--- src/rtl/core/sipb_pkg.sv ---
`timescale 1ns / 1ps
// Package for the servo instruction packet builder: command codes, protocol
// constants, scaling constants and the packet descriptor. No dependencies.
package sipb_pkg;

  typedef enum logic [3:0] {
    ACT_PING      = 4'd0,
    ACT_REBOOT    = 4'd1,
    ACT_TORQUE    = 4'd2,
    ACT_LED       = 4'd3,
    ACT_GOAL      = 4'd4,
    ACT_SPEED     = 4'd5,
    ACT_READ_POS  = 4'd6,
    ACT_READ_SPD  = 4'd7,
    ACT_READ_MOVE = 4'd8
  } action_e;

  localparam logic [7:0] HDR_BYTE    = 8'hFF;
  localparam logic [7:0] BCAST_ID    = 8'hFE;
  localparam logic [7:0] INS_PING    = 8'h01;
  localparam logic [7:0] INS_READ    = 8'h02;
  localparam logic [7:0] INS_WRITE   = 8'h03;
  localparam logic [7:0] INS_REBOOT  = 8'h08;
  localparam logic [7:0] REG_TORQUE  = 8'h18;
  localparam logic [7:0] REG_LED     = 8'h19;
  localparam logic [7:0] REG_GOAL    = 8'h1E;
  localparam logic [7:0] REG_SPEED   = 8'h20;
  localparam logic [7:0] REG_POS_NOW = 8'h24;
  localparam logic [7:0] REG_SPD_NOW = 8'h26;
  localparam logic [7:0] REG_MOVING  = 8'h2E;

  localparam logic [3:0] REPLY_STD   = 4'd6;
  localparam logic [3:0] REPLY_WORD  = 4'd8;
  localparam logic [3:0] REPLY_BYTE  = 4'd7;
  localparam logic [3:0] REPLY_NONE  = 4'd0;

  // angle*1023/300 == angle*341/100, pct*1023/100: both become x/100
  localparam int unsigned XW         = 17;           // x <= 102300
  localparam logic [15:0] ANGLE_MAX  = 16'd300;
  localparam logic [15:0] PCT_MAX    = 16'd100;
  localparam logic [XW-1:0] GOAL_MUL = 17'd341;
  localparam logic [XW-1:0] SPD_MUL  = 17'd1023;
  // floor(x/100) = (x * ceil(2^24/100)) >> 24, exact for x < 199728
  localparam int unsigned RECIP_SH   = 24;
  localparam logic [17:0] RECIP_100  = 18'd167773;

  typedef struct packed {
    logic [7:0] id;
    logic [7:0] len;
    logic [7:0] ins;
    logic [7:0] par0;
    logic [7:0] par1;
    logic [7:0] par2;
    logic [1:0] npar;
    logic [7:0] chk;
    logic [3:0] reply;
  } pkt_desc_t;

endpackage

--- src/rtl/core/servo_instruction_packet_builder.sv ---
`timescale 1ns / 1ps
// Top level of the servo bus instruction packet builder.
// Depends on sipb_pkg, sipb_front, sipb_queue and sipb_back.
//
//  channel  | direction | handshake      | payload
//  ---------+-----------+----------------+----------------------------------------
//  command  | in        | push / full    | action_i, servo_id_i, command_value_i
//  bytes    | out       | pop / empty    | tx_byte_o, last_byte_o, reply_length_o
//
// A command is held in the front-end register (clamp and constant multiply
// before it, reciprocal divide and checksum after it) until the queue has
// room, and enters the queue from there.
// The back end emits one byte per cycle while a descriptor is queued and pop keeps
// up: 6 bytes for ping and reboot, 8 for torque, LED and reads, 9 for goal and
// speed; that serialiser sets the sustained command rate. With an empty pipe the
// first byte passes from the front-end register through the queue into the result register.
// Reset is asynchronous, active low, and empties every stage; no clearing pass.
// Either side may stall freely: a full queue holds the front stage, and the
// result register only advances when empty is high or pop is taken.
// Unknown actions (9 to 15) are accepted and produce no bytes.
module servo_instruction_packet_builder #(
  parameter int unsigned QUEUE_DEPTH = 2
) (
  input  logic        clk_i,
  input  logic        rst_ni,
  input  logic        push,
  output logic        full,
  input  logic [3:0]  action_i,
  input  logic [7:0]  servo_id_i,
  input  logic [15:0] command_value_i,
  output logic        empty,
  input  logic        pop,
  output logic [7:0]  tx_byte_o,
  output logic        last_byte_o,
  output logic [3:0]  reply_length_o
);
  import sipb_pkg::*;

  logic      fr_valid;
  pkt_desc_t fr_desc;
  logic      q_full;
  logic      q_empty;
  logic      q_rd;
  pkt_desc_t q_desc;

  // front end: request acceptance and classification
  sipb_front u_front (
    .clk_i           (clk_i),
    .rst_ni          (rst_ni),
    .push_i          (push),
    .full_o          (full),
    .action_i        (action_i),
    .servo_id_i      (servo_id_i),
    .command_value_i (command_value_i),
    .desc_valid_o    (fr_valid),
    .desc_o          (fr_desc),
    .desc_full_i     (q_full)
  );

  // decouples the two halves so each can stall on its own
  sipb_queue #(
    .DEPTH (QUEUE_DEPTH)
  ) u_queue (
    .clk_i   (clk_i),
    .rst_ni  (rst_ni),
    .wr_i    (fr_valid),
    .wdata_i (fr_desc),
    .full_o  (q_full),
    .rd_i    (q_rd),
    .rdata_o (q_desc),
    .empty_o (q_empty)
  );

  // back end: byte serialiser with its own result register
  sipb_back u_back (
    .clk_i          (clk_i),
    .rst_ni         (rst_ni),
    .desc_empty_i   (q_empty),
    .desc_i         (q_desc),
    .desc_rd_o      (q_rd),
    .empty_o        (empty),
    .pop_i          (pop),
    .tx_byte_o      (tx_byte_o),
    .last_byte_o    (last_byte_o),
    .reply_length_o (reply_length_o)
  );

endmodule

--- src/rtl/core/sipb_front.sv ---
`timescale 1ns / 1ps
// Front end: accepts commands, clamps and scales the value, builds a packet
// descriptor with checksum. Depends on sipb_pkg.
module sipb_front (
  input  logic                clk_i,
  input  logic                rst_ni,
  input  logic                push_i,
  output logic                full_o,
  input  logic [3:0]          action_i,
  input  logic [7:0]          servo_id_i,
  input  logic [15:0]         command_value_i,
  output logic                desc_valid_o,
  output sipb_pkg::pkt_desc_t desc_o,
  input  logic                desc_full_i
);
  import sipb_pkg::*;

  logic            s1_valid_q, s1_valid_d;
  action_e         s1_act_q;
  logic [7:0]      s1_id_q;
  logic            s1_bit_q;
  logic [XW-1:0]   s1_x_q;
  logic            s1_load;
  logic            act_ok;
  logic [15:0]     clamped;
  logic [XW-1:0]   x_d;
  logic [34:0]     prod;
  logic [9:0]      pos;
  pkt_desc_t       d;

  assign full_o  = s1_valid_q && desc_full_i;
  assign s1_load = push_i && !full_o;
  assign act_ok  = (action_i <= ACT_READ_MOVE);

  // stage 1: clamp and constant multiply
  always_comb begin
    x_d     = '0;
    clamped = '0;
    if (action_e'(action_i) == ACT_GOAL) begin
      clamped = (command_value_i > ANGLE_MAX) ? ANGLE_MAX : command_value_i;
      x_d     = XW'(clamped) * GOAL_MUL;
    end else begin
      clamped = (command_value_i > PCT_MAX) ? PCT_MAX : command_value_i;
      x_d     = XW'(clamped) * SPD_MUL;
    end
  end

  always_comb begin
    s1_valid_d = s1_valid_q;
    if (s1_load) begin
      s1_valid_d = act_ok;   // unknown commands vanish here
    end else if (s1_valid_q && !desc_full_i) begin
      s1_valid_d = 1'b0;
    end
  end

  always_ff @(posedge clk_i or negedge rst_ni) begin
    if (!rst_ni) begin
      s1_valid_q <= 1'b0;
    end else begin
      s1_valid_q <= s1_valid_d;
    end
  end

  always_ff @(posedge clk_i) begin
    if (s1_load) begin
      s1_act_q <= action_e'(action_i);
      s1_id_q  <= servo_id_i;
      s1_bit_q <= command_value_i[0];
      s1_x_q   <= x_d;
    end
  end

  // stage 2: divide by 100 through the reciprocal, then the descriptor
  assign prod = 35'(s1_x_q) * 35'(RECIP_100);
  assign pos  = prod[RECIP_SH+9:RECIP_SH];

  always_comb begin
    d       = '0;
    d.id    = s1_id_q;
    d.ins   = INS_WRITE;
    d.npar  = 2'd2;
    d.reply = REPLY_STD;
    unique case (s1_act_q)
      ACT_PING: begin
        d.ins  = INS_PING;
        d.npar = 2'd0;
      end
      ACT_REBOOT: begin
        d.ins  = INS_REBOOT;
        d.npar = 2'd0;
      end
      ACT_TORQUE: begin
        d.par0 = REG_TORQUE;
        d.par1 = {7'd0, s1_bit_q};
        if (s1_id_q == BCAST_ID) begin
          d.reply = REPLY_NONE;
        end
      end
      ACT_LED: begin
        d.par0 = REG_LED;
        d.par1 = {7'd0, s1_bit_q};
      end
      ACT_GOAL: begin
        d.par0 = REG_GOAL;
        d.par1 = pos[7:0];
        d.par2 = {6'd0, pos[9:8]};
        d.npar = 2'd3;
      end
      ACT_SPEED: begin
        d.par0 = REG_SPEED;
        d.par1 = pos[7:0];
        d.par2 = {6'd0, pos[9:8]};
        d.npar = 2'd3;
      end
      ACT_READ_POS: begin
        d.ins   = INS_READ;
        d.par0  = REG_POS_NOW;
        d.par1  = 8'd2;
        d.reply = REPLY_WORD;
      end
      ACT_READ_SPD: begin
        d.ins   = INS_READ;
        d.par0  = REG_SPD_NOW;
        d.par1  = 8'd2;
        d.reply = REPLY_WORD;
      end
      ACT_READ_MOVE: begin
        d.ins   = INS_READ;
        d.par0  = REG_MOVING;
        d.par1  = 8'd1;
        d.reply = REPLY_BYTE;
      end
      default: begin
        d.npar = 2'd0;
      end
    endcase
    d.len = 8'(d.npar) + 8'd2;
    // unused parameter slots are zero, so they drop out of the sum
    d.chk = ~(d.id + d.len + d.ins + d.par0 + d.par1 + d.par2);
  end

  assign desc_valid_o = s1_valid_q;
  assign desc_o       = d;

endmodule

--- src/rtl/core/sipb_queue.sv ---
`timescale 1ns / 1ps
// Small descriptor queue between front and back end.
// Depends on sipb_pkg.
module sipb_queue #(
  parameter int unsigned DEPTH = 2
) (
  input  logic                clk_i,
  input  logic                rst_ni,
  input  logic                wr_i,
  input  sipb_pkg::pkt_desc_t wdata_i,
  output logic                full_o,
  input  logic                rd_i,
  output sipb_pkg::pkt_desc_t rdata_o,
  output logic                empty_o
);
  import sipb_pkg::*;

  localparam int unsigned PW = (DEPTH > 1) ? $clog2(DEPTH) : 1;
  localparam int unsigned CW = $clog2(DEPTH + 1);

  pkt_desc_t       mem_q [DEPTH];
  logic [PW-1:0]   wptr_q, rptr_q;
  logic [CW-1:0]   cnt_q;
  logic            do_wr, do_rd;

  assign full_o  = (cnt_q == CW'(DEPTH));
  assign empty_o = (cnt_q == '0);
  assign do_wr   = wr_i && !full_o;
  assign do_rd   = rd_i && !empty_o;
  assign rdata_o = mem_q[rptr_q];

  always_ff @(posedge clk_i or negedge rst_ni) begin
    if (!rst_ni) begin
      wptr_q <= '0;
      rptr_q <= '0;
      cnt_q  <= '0;
    end else begin
      if (do_wr) begin
        wptr_q <= (wptr_q == PW'(DEPTH - 1)) ? '0 : wptr_q + 1'b1;
      end
      if (do_rd) begin
        rptr_q <= (rptr_q == PW'(DEPTH - 1)) ? '0 : rptr_q + 1'b1;
      end
      if (do_wr && !do_rd) begin
        cnt_q <= cnt_q + 1'b1;
      end else if (do_rd && !do_wr) begin
        cnt_q <= cnt_q - 1'b1;
      end
    end
  end

  always_ff @(posedge clk_i) begin
    if (do_wr) begin
      mem_q[wptr_q] <= wdata_i;
    end
  end

endmodule

--- src/rtl/core/sipb_back.sv ---
`timescale 1ns / 1ps
// Back end: walks one descriptor byte by byte into the result register.
// Depends on sipb_pkg.
module sipb_back (
  input  logic                clk_i,
  input  logic                rst_ni,
  input  logic                desc_empty_i,
  input  sipb_pkg::pkt_desc_t desc_i,
  output logic                desc_rd_o,
  output logic                empty_o,
  input  logic                pop_i,
  output logic [7:0]          tx_byte_o,
  output logic                last_byte_o,
  output logic [3:0]          reply_length_o
);
  import sipb_pkg::*;

  logic [3:0] idx_q;
  logic [3:0] last_idx;
  logic       out_valid_q;
  logic       load;
  logic       is_last;
  logic [7:0] byte_sel;

  assign load     = !out_valid_q || pop_i;
  assign last_idx = 4'(desc_i.npar) + 4'd5;
  assign is_last  = (idx_q == last_idx);
  assign desc_rd_o = load && !desc_empty_i && is_last;

  always_comb begin
    byte_sel = HDR_BYTE;
    if (is_last) begin
      byte_sel = desc_i.chk;
    end else begin
      case (idx_q)
        4'd2:    byte_sel = desc_i.id;
        4'd3:    byte_sel = desc_i.len;
        4'd4:    byte_sel = desc_i.ins;
        4'd5:    byte_sel = desc_i.par0;
        4'd6:    byte_sel = desc_i.par1;
        4'd7:    byte_sel = desc_i.par2;
        default: byte_sel = HDR_BYTE;
      endcase
    end
  end

  always_ff @(posedge clk_i or negedge rst_ni) begin
    if (!rst_ni) begin
      idx_q       <= '0;
      out_valid_q <= 1'b0;
    end else if (load) begin
      out_valid_q <= !desc_empty_i;
      if (!desc_empty_i) begin
        idx_q <= is_last ? 4'd0 : idx_q + 4'd1;
      end
    end
  end

  always_ff @(posedge clk_i) begin
    if (load && !desc_empty_i) begin
      tx_byte_o      <= byte_sel;
      last_byte_o    <= is_last;
      reply_length_o <= desc_i.reply;
    end
  end

  assign empty_o = !out_valid_q;

endmodule

--- config.mk ---
export PLATFORM = sky130hd
export DESIGN_NAME = servo_instruction_packet_builder
export DESIGN_NICKNAME = d
export VERILOG_FILES = /design/src/rtl/core/sipb_pkg.sv /design/src/rtl/core/servo_instruction_packet_builder.sv /design/src/rtl/core/sipb_front.sv /design/src/rtl/core/sipb_queue.sv /design/src/rtl/core/sipb_back.sv
export SDC_FILE = /design/constraint.sdc
export NUM_CORES = 1
export LEC_CHECK = 0
export BUFFER_PORTS_ARGS = -buffer_cell sky130_fd_sc_hd__buf_4
export CORE_AREA = 2 2 142 283
export CTS_CLUSTER_DIAMETER = 100
export DETAILED_ROUTE_END_ITERATION = 6
export DIE_AREA = 0 0 144 285
export GPL_TIMING_DRIVEN = 0
export REMOVE_ABC_BUFFERS = 1
export SETUP_SLACK_MARGIN = 0.15
export SLEW_MARGIN = 20
export SYNTH_ARGS = -nofsm -noshare
export SYNTH_HDL_FRONTEND = slang
export SYNTH_SLANG_ARGS = --single-unit
--- constraint.sdc ---
create_clock -name clk_i -period 12.9 [get_ports clk_i]
set_input_delay 1.29 -clock clk_i [delete_from_list [all_inputs] [get_ports clk_i]]
set_output_delay 1.29 -clock clk_i [all_outputs]
set_load 0.01 [all_outputs]
### After elaboration in Yosys (flattened, before gate mapping)

Memories as Yosys holds them, arrays and structs flattened.
Cells that the tools add are included.

* $add $sub $neg: 12
* multiply operators: 3
* magnitude comparators: 3
* equality and inequality tests: 18
* mux-type cells: 20
* bitwise gates (word level): 2
* reduce and logical (&&, ||, !) cells: 24

Operators by type and width (number)
* 14-bit one-hot mux with 7 select lines: 1
* 8-bit one-hot mux with 6 select lines: 1
* 4-bit by 3-bit equality test with 1-bit output, second input constant: 9
* 17-bit by 18-bit multiplier with 34-bit output, second input constant: 1
* 16-bit two-way mux: 2
* 4-bit one-hot mux with 3 select lines: 2
* 16-bit by 10-bit multiplier with 17-bit output, second input constant: 1
* 16-bit by 9-bit multiplier with 17-bit output, second input constant: 1
* 17-bit two-way mux: 1
* 8-bit adder: 2
* 4-bit by 2-bit equality test with 1-bit output, second input constant: 4
* 16-bit by 7-bit > comparator with 1-bit output, second input constant: 1
* 16-bit by 9-bit > comparator with 1-bit output, second input constant: 1
* 8-bit by 2-bit adder with 8-bit output: 1
* 8-bit by 4-bit adder with 8-bit output: 1
* 8-bit by 6-bit adder with 8-bit output: 1
* 8-bit equality test, second input constant: 1
* 1-bit logical AND: 8
* 8-bit two-way mux: 1
* 8-bit inverter: 1
* 1-bit logical NOT: 6
* 1-bit two-way mux: 6
* 2-bit two-way mux: 3
* 5-bit OR reduction: 1
* other kinds (22): 25

* bits in registers: 53
* memory bits (writable): 90
* input bits: 32
* output and inout port bits: 15
* logic and storage cells: 96
* memories: 1

Memory list
* u_queue.mem_q: words 2, width 45, read ports 1, clocked after memory_dff 0, wr ports 1, RTL line sipb_queue.sv:21 `pkt_desc_t mem_q [DEPTH];`

### Depth between registers and ports, before layout

Gate-level depths: netlist (run 1).

* depth after elaboration: 10
* depth in mapped cells: 35
* mapped depth without buffers: 35

### By module

Synthesis (run 1) repeated with hierarchy kept, for this count alone.

* cell total of the unflattened synthesis: 1480
* area, all modules: 17544.3 um^2

By module, submodules not included
* sipb_front: times used 1, cells an instance 1146, area each 11369.7 um^2, seq. area each 925.9 um^2
* sipb_queue: times used 1, cells an instance 212, area each 4971.0 um^2, seq. area each 3823.7 um^2
* sipb_back: times used 1, cells an instance 122, area each 1203.7 um^2, seq. area each 515.5 um^2

### Least setup slack after synthesis (run 1)

No wires, ideal clock.

* path kind: register to register
* from: reg u_front.s1_x_q[12]
* to: mem u_queue.mem_q[0][11] (netlist name), data pin
* setup time: 0.266 ns
* arrival: 8.306 ns
* data required time: 12.634 ns
* setup slack: 4.328 ns
* stages on the path, launching flop included: 32
* buffers on the path: 0
* path through: edfxtp_1 fa_1 inv_1 fa_1 fa_1 inv_1 fa_1 fa_1 fa_1 ha_1 o21a_1 o21a_1 o21ai_2 nand4_2 a31oi_4 o21ai_4 a31oi_4 mux2i_1 fa_1 inv_1 fa_1 inv_1 fa_1 inv_1 ha_1 a21o_1 a21oi_1 o21bai_1 a21oi_1 o21ai_0 xnor2_1 xnor2_1

RTL lines
* start: declaration: RTL line sipb_front.sv:22 `logic [XW-1:0] s1_x_q;`
* start signal: assignment: RTL line sipb_front.sv:70 `s1_x_q <= x_d;`
* end: declaration: RTL line sipb_queue.sv:21

==> out/metrics.yaml, run 1 <==
layout-drive-gt1-share_pct: 8.39
ys_types: 64
grt.total_usage_pct: 15.7
maxSlewViolCount: 0
via_per_inst: 4.64
async_flop_share_pct: 7.46
reg2reg_depth: 31
rr_endpoint: "u_queue.mem_q[1][11]"
wl_met2_um: 14600
num_vias: 9357
dr.pass1.iters: 5
min_to: "u_queue.mem_q[0][40]"
r2r_start: "u_front.s1_x_q[9]"
cts_buffers: 17
wl_um: 30000
crit_top_cell: "fa_1"
antenna_left: 0
ys_seq_area_share_pct: 25.8
synth-edff-count: 124
final_common_cell: "inv_1"
cts_tree: "built"
pin_count: 47
crit_type: "reg -> reg"
wl_per_cell_um: 14.9
hp-start: "u_front.s1_id_q[3]"
synthesis.area_mm2: 0.0154
cts_sinks: 134
core_mm2: 0.0390
dp_hpwl_um: 25700
setup-violations-final: 0
fin_nets: 1951
hold_viol: 0
clk_pin_slew_ps: 60
top_layer_used: "met4"
ys_dominant_reg_cell: "edfxtp_1"
netlist_top_cells_area: "fa_1 (27%), edfxtp_1 (24%), ha_1 (19%)"
chipHeight_um: 285
timing.clock.skew_ps: 21.1
timing.hold.ws_ps: 474
cpLargestDelayFamily: "adder cells"
post-route-period-util_pct: 75.2
synth_area_leader_cell: "fa_1"
num_rows: 103
cts_root_buf: "clkbuf_16"
clock_path_buffers: 2
cp-start-kind: "flip-flop"
cts_setup_buffers: 0
start_util_pct: 39.4
maxCapViolCount: 0
antenna_found_initial: 0
crit_arrival_ps: 9860
die-area_mm2: 0.0410
met3_length_um: 752
grt_pass1_wl_um: 50300
dr.first_iter.drc_count: 452
synth_area_per_cell_um2: 11.2
rsz0062_at_grt: "false"
layout_min_cycle_time_ps: 9700
worstPathRequired_ps: 13060
status: "complete, no violations"
timing.fmax_ghz: 0.103
drc_errors: 0
place_congestion: 0.840
area_growth_pct: 11.2
gr-total-overflow: 0
cp_num_buf_inv: 5
yosysWarnings: 0
grt_pass1_vias: 9939
fin_area_mm2: 0.0171
fin_setup_tns_ps: 0
clk_latency_ps: 430
hp-class: "reg -> reg"
critical_path.max_stage_delay_ps: 690
die_x_um: 144
slowest_stage: "edfxtp_1"
grt_max_degree: 26
max_slew.worst_pin.slew_ps: 1110
r2r_slack_ps: 3200
num_antenna_cells: 0
syn_inst: 1380
dpl_cell_area_mm2: 0.0166
htree_levels: 4
holdPathStages: 0
cp_max_fo: 8
drt-met1-wl_um: 14200
layout_common_cells: "inv_1 (354), ha_1 (233), fa_1 (209), edfxtp_1 (124)"
postCtsHoldBufs: 0
yosysTopAreaCellShare_pct: 27.2
ys_ff_latch: 134
slew_headroom_pct: 25.7
critPathCaptureType: "flip-flop"
portBuffers: 46
fillers: 3760
cts_resized: 0
[metal layers]
| metal | track usage, % | vias to the layer above |
|---|---|---|
| li1 | - | 4641 |
| met1 | 21.8 | 4575 |
| met2 | 26.5 | 116 |
| met3 | 2.12 | 25 |
| met4 | 3.36 | 0 |
| met5 | 0 | - |
[how the worst max path moves through the flow]
stage,endpoint,cells past startpoint,startpoint,slack (ps)
after CTS,u_queue.mem_q[1][11],31,u_front.s1_x_q[9],3040
after floorplan,u_queue.mem_q[0][11],31,u_front.s1_x_q[12],4330
final,u_queue.mem_q[1][11],31,u_front.s1_x_q[9],3200
after global placement,u_queue.mem_q[0][11],31,u_front.s1_x_q[9],3150
after global routing,u_queue.mem_q[1][11],31,u_front.s1_x_q[9],2640
after detailed placement,u_queue.mem_q[1][11],31,u_front.s1_x_q[12],3060
[area by class of cell]
type                    instances  area [µm²]  share of cell area, %
well taps                     525         657                   3.84
clock buffers                  20         437                   2.55
repair buffers                 53         448                   2.62
multi-input cells             917       10200                   59.5
flip-flops and latches        134        3980                   23.2
inverters                     354        1330                   7.77
clock inverters                12        80.1                  0.468
[flip-flops by register name, summed over array words and instances, names as in the netlist]
signal                 cells
u_back.last_byte_o         1
u_queue.mem_q             82
u_back.reply_length_o      3
u_front.s1_id_q            8
u_queue.wptr_q             1
u_queue.rptr_q             1
u_queue.cnt_q              2
u_back.out_valid_q         1
u_back.idx_q               4
u_front.s1_x_q            17
u_back.tx_byte_o           8
u_front.desc_valid_o       1
u_front.s1_act_q           4
u_front.s1_bit_q           1
[metrics by stage]
stage	setup WS (ps)	cells	utilization (%)
6_report	3200	2015	43.8
5_1_grt	2640	2015	43.8
4_1_cts	3040	2015	43.8
3_5_place_dp	3060	1983	42.5
3_3_place_gp	3150	1976	42.2
2_1_floorplan	4330	1405	-
[synthesized netlist by cell type (11+ instances only)]
cell and instances:
inv_1 354, nand2b_1 11, mux2_2 19, a21oi_1 45, fa_1 209, nor2_1 38, mux2i_1 22, nand3_1 11
xor2_1 17, nand2_1 46, ha_1 233, edfxtp_1 124, o21ai_0 29, nor3_1 11, xnor2_1 44, and2_1 16
[cell families (layout without fill, tap and decap cells)]
logic type,count (synthesis),after routing,share of synthesized area (%)
AOI/OAI and AO/OA,153,153,6.76
and+or+nand+nor,173,173,5.61
muxes,43,43,3.01
other,2,45,0.0488
buffers and inverters,372,439,9.15
DFF,134,134,25.8
xor gates and xnor gates,61,61,3.47
adders and majority gates,442,442,46.1
Power of run 1 is not shown: default switching activity piles up to over one toggle a cycle in this logic, so the estimate is an artifact.
==> run 2, diff against run 1 <==
- clock period: 12.9 -> 9.1 ns (I/O delays scaled with it)
==> run 2 against run 1 <==
- global-route usage increased by 0.22 points
- critical path type unchanged
- wire length is 2.5% higher
- clock skew shrank 7.1 ps
- worst hold slack got worse by 170 ps
- cell count rose by 2.6%
- non-clock buffer count rose by 52
- setup slack lost 2800 ps
- largest cell class unchanged
==> out/metrics.yaml, run 2 (synthesized netlist as in run 1, its figures left out) <==
timing.clock.skew_ps: 13.9  # -7.13 ps
wl_per_cell_um: 14.9  # -0.12%
htree_levels: 4  # unchanged
num_antenna_cells: 0  # unchanged
grt_max_degree: 26  # unchanged
place_inst: 1983  # unchanged
worstPathRequired_ps: 9340  # -3720 ps
reg_top3: "u_queue.mem_q: 82 flops, u_front.s1_x_q: 17 flops"
portBuffers: 46  # unchanged
cp_num_buf_inv: 2  # -3
chipHeight_um: 285  # unchanged
critPathCaptureType: "flip-flop"
layout-drive-gt1-share_pct: 13.9  # +5.6 points
max_flop_register: "u_queue.mem_q"
post-route-period-util_pct: 95.4  # +20 points
cts_sinks: 134  # unchanged
final_common_cell: "inv_1"
pin_count: 47  # unchanged
postCtsHoldBufs: 0  # unchanged
maxCapViolCount: 0  # unchanged
drc_errors: 0  # unchanged
layout_min_cycle_time_ps: 8680  # -1020 ps
via_per_inst: 4.64  # about the same
rsz0062_at_grt: "true"
clk_latency_ps: 430  # about the same
cpLargestDelayFamily: "adder cells"
setup-violations-final: 0  # unchanged
fin_nets: 2003  # +2.7%
crit_top_cell: "fa_1"
place_congestion: 0.840  # unchanged
critical_path.max_stage_delay_ps: 630  # -60 ps
clk_pin_slew_ps: 60  # about the same
die_x_um: 144  # unchanged
status: "complete, no violations"
gr-total-overflow: 0  # unchanged
fin_cells: 2067  # +2.6%
slew_headroom_pct: 30.8  # +5.1 points
grt_pass1_vias: 10065  # +1.3%
num_rows: 103  # unchanged
multi_input_comb_area_mm2: 0.0104  # +1.8%
clock_path_buffers: 2  # unchanged
timing.fmax_ghz: 0.115  # +12%
grt.total_usage_pct: 16.0  # +0.22 points
hold_viol: 0  # unchanged
hp-class: "in -> async"
die-area_mm2: 0.0410  # unchanged
slowest_stage: "fa_2"
fillers: 3706  # -1.4%
crit_arrival_ps: 8920  # -940 ps
start_util_pct: 39.4  # unchanged
max_slew.worst_pin.slew_ps: 1030  # -75.6 ps
dr.first_iter.drc_count: 374  # -17%
grt_pass1_wl_um: 50800  # +1.2%
seq_area_mm2: 0.00398  # unchanged
cts_buffers: 17  # unchanged
cts_root_buf: "clkbuf_16"
antenna_found_initial: 0  # unchanged
layout_common_cells: "inv_1 (346), ha_1 (224), fa_1 (201), edfxtp_1 (124), buf_4 (94)"
antenna_left: 0  # unchanged
crit_type: "reg -> reg"
cts_tree: "built"
wl_um: 30700  # +2.5%
core_mm2: 0.0390  # unchanged
maxSlewViolCount: 0  # unchanged
cp-start-kind: "flip-flop"
num_vias: 9589  # +2.5%
cp_max_fo: 4  # -4
dr.pass1.iters: 5  # unchanged
largest_register_ff_count: 82  # unchanged
dp_hpwl_um: 25700  # unchanged
area_growth_pct: 15.0
-- run 2: routing by layer --
metal	routed length [µm]	part of all wire [%]	up-vias	track usage (%)
li1	-	-	4744	-
met1	14400	47	4698	21.9
met3	830	2.7	29	2.22
met2	15100	49	118	26.8
met4	446	1.5	0	3.58
met5	0	0	-	0
-- run 2: what timing repair did --
action,in CTS,in global routing
endpoints found under the setup margin,14,8
pin swaps,12,50
buffers inserted,32,20
resized for setup,15,32
-- run 2: worst paths after layout --
kind / from / endpoint / slack, ps / cells after the start
max: u_front.s1_x_q[11] / u_queue.mem_q[1][10] / 420 / 28
min: rst_ni / u_back.idx_q[3] / 300 / 1
max reg2reg: u_front.s1_x_q[11] / u_queue.mem_q[1][10] / 420 / 28
min reg2reg: u_front.s1_id_q[3] / u_queue.mem_q[0][40] / 470 / 0
max in group asynchronous: rst_ni / u_queue.rptr_q / 8630 / 1
min in group clk_i: u_front.s1_id_q[3] / u_queue.mem_q[0][40] / 470 / 0
-- run 2: stage by stage --
stage | area, µm² | utilization, % | setup TNS, ps | hold slack, ps | worst slack, ps
6_report | 17700 | 45.3 | 0 | 305 | 421
3_5_place_dp | 16600 | 42.5 | -4590 | 463 | -736
3_3_place_gp | 16500 | 42.2 | -3620 | 454 | -646
5_1_grt | 17700 | 45.3 | 0 | 295 | 116
4_1_cts | 17400 | 44.6 | 0 | 296 | 151
2_1_floorplan | 15500 | - | 0 | 445 | 528
-- run 2: area by class of cell --
type | instances | share of cell area, %
Tap cell | 525 | 3.71
Multi-Input combinational cell | 917 | 58.6
Clock buffer | 20 | 2.47
Timing Repair Buffer | 105 | 4.82
Sequential cell | 134 | 22.5
Inverter | 354 | 7.51
Clock inverter | 12 | 0.452
-- run 2: worst reg2reg max path, delay by kind of cell (launching register included) --
kind | cells | cell delay [ps]
mux | 1 | 300
flops | 1 | 500
compound gates | 9 | 1520
buf+inv | 2 | 110
xor+xnor | 1 | 240
fa+ha+maj | 12 | 5480
simple gates | 3 | 320
Power of run 2 is left out for the same reason.
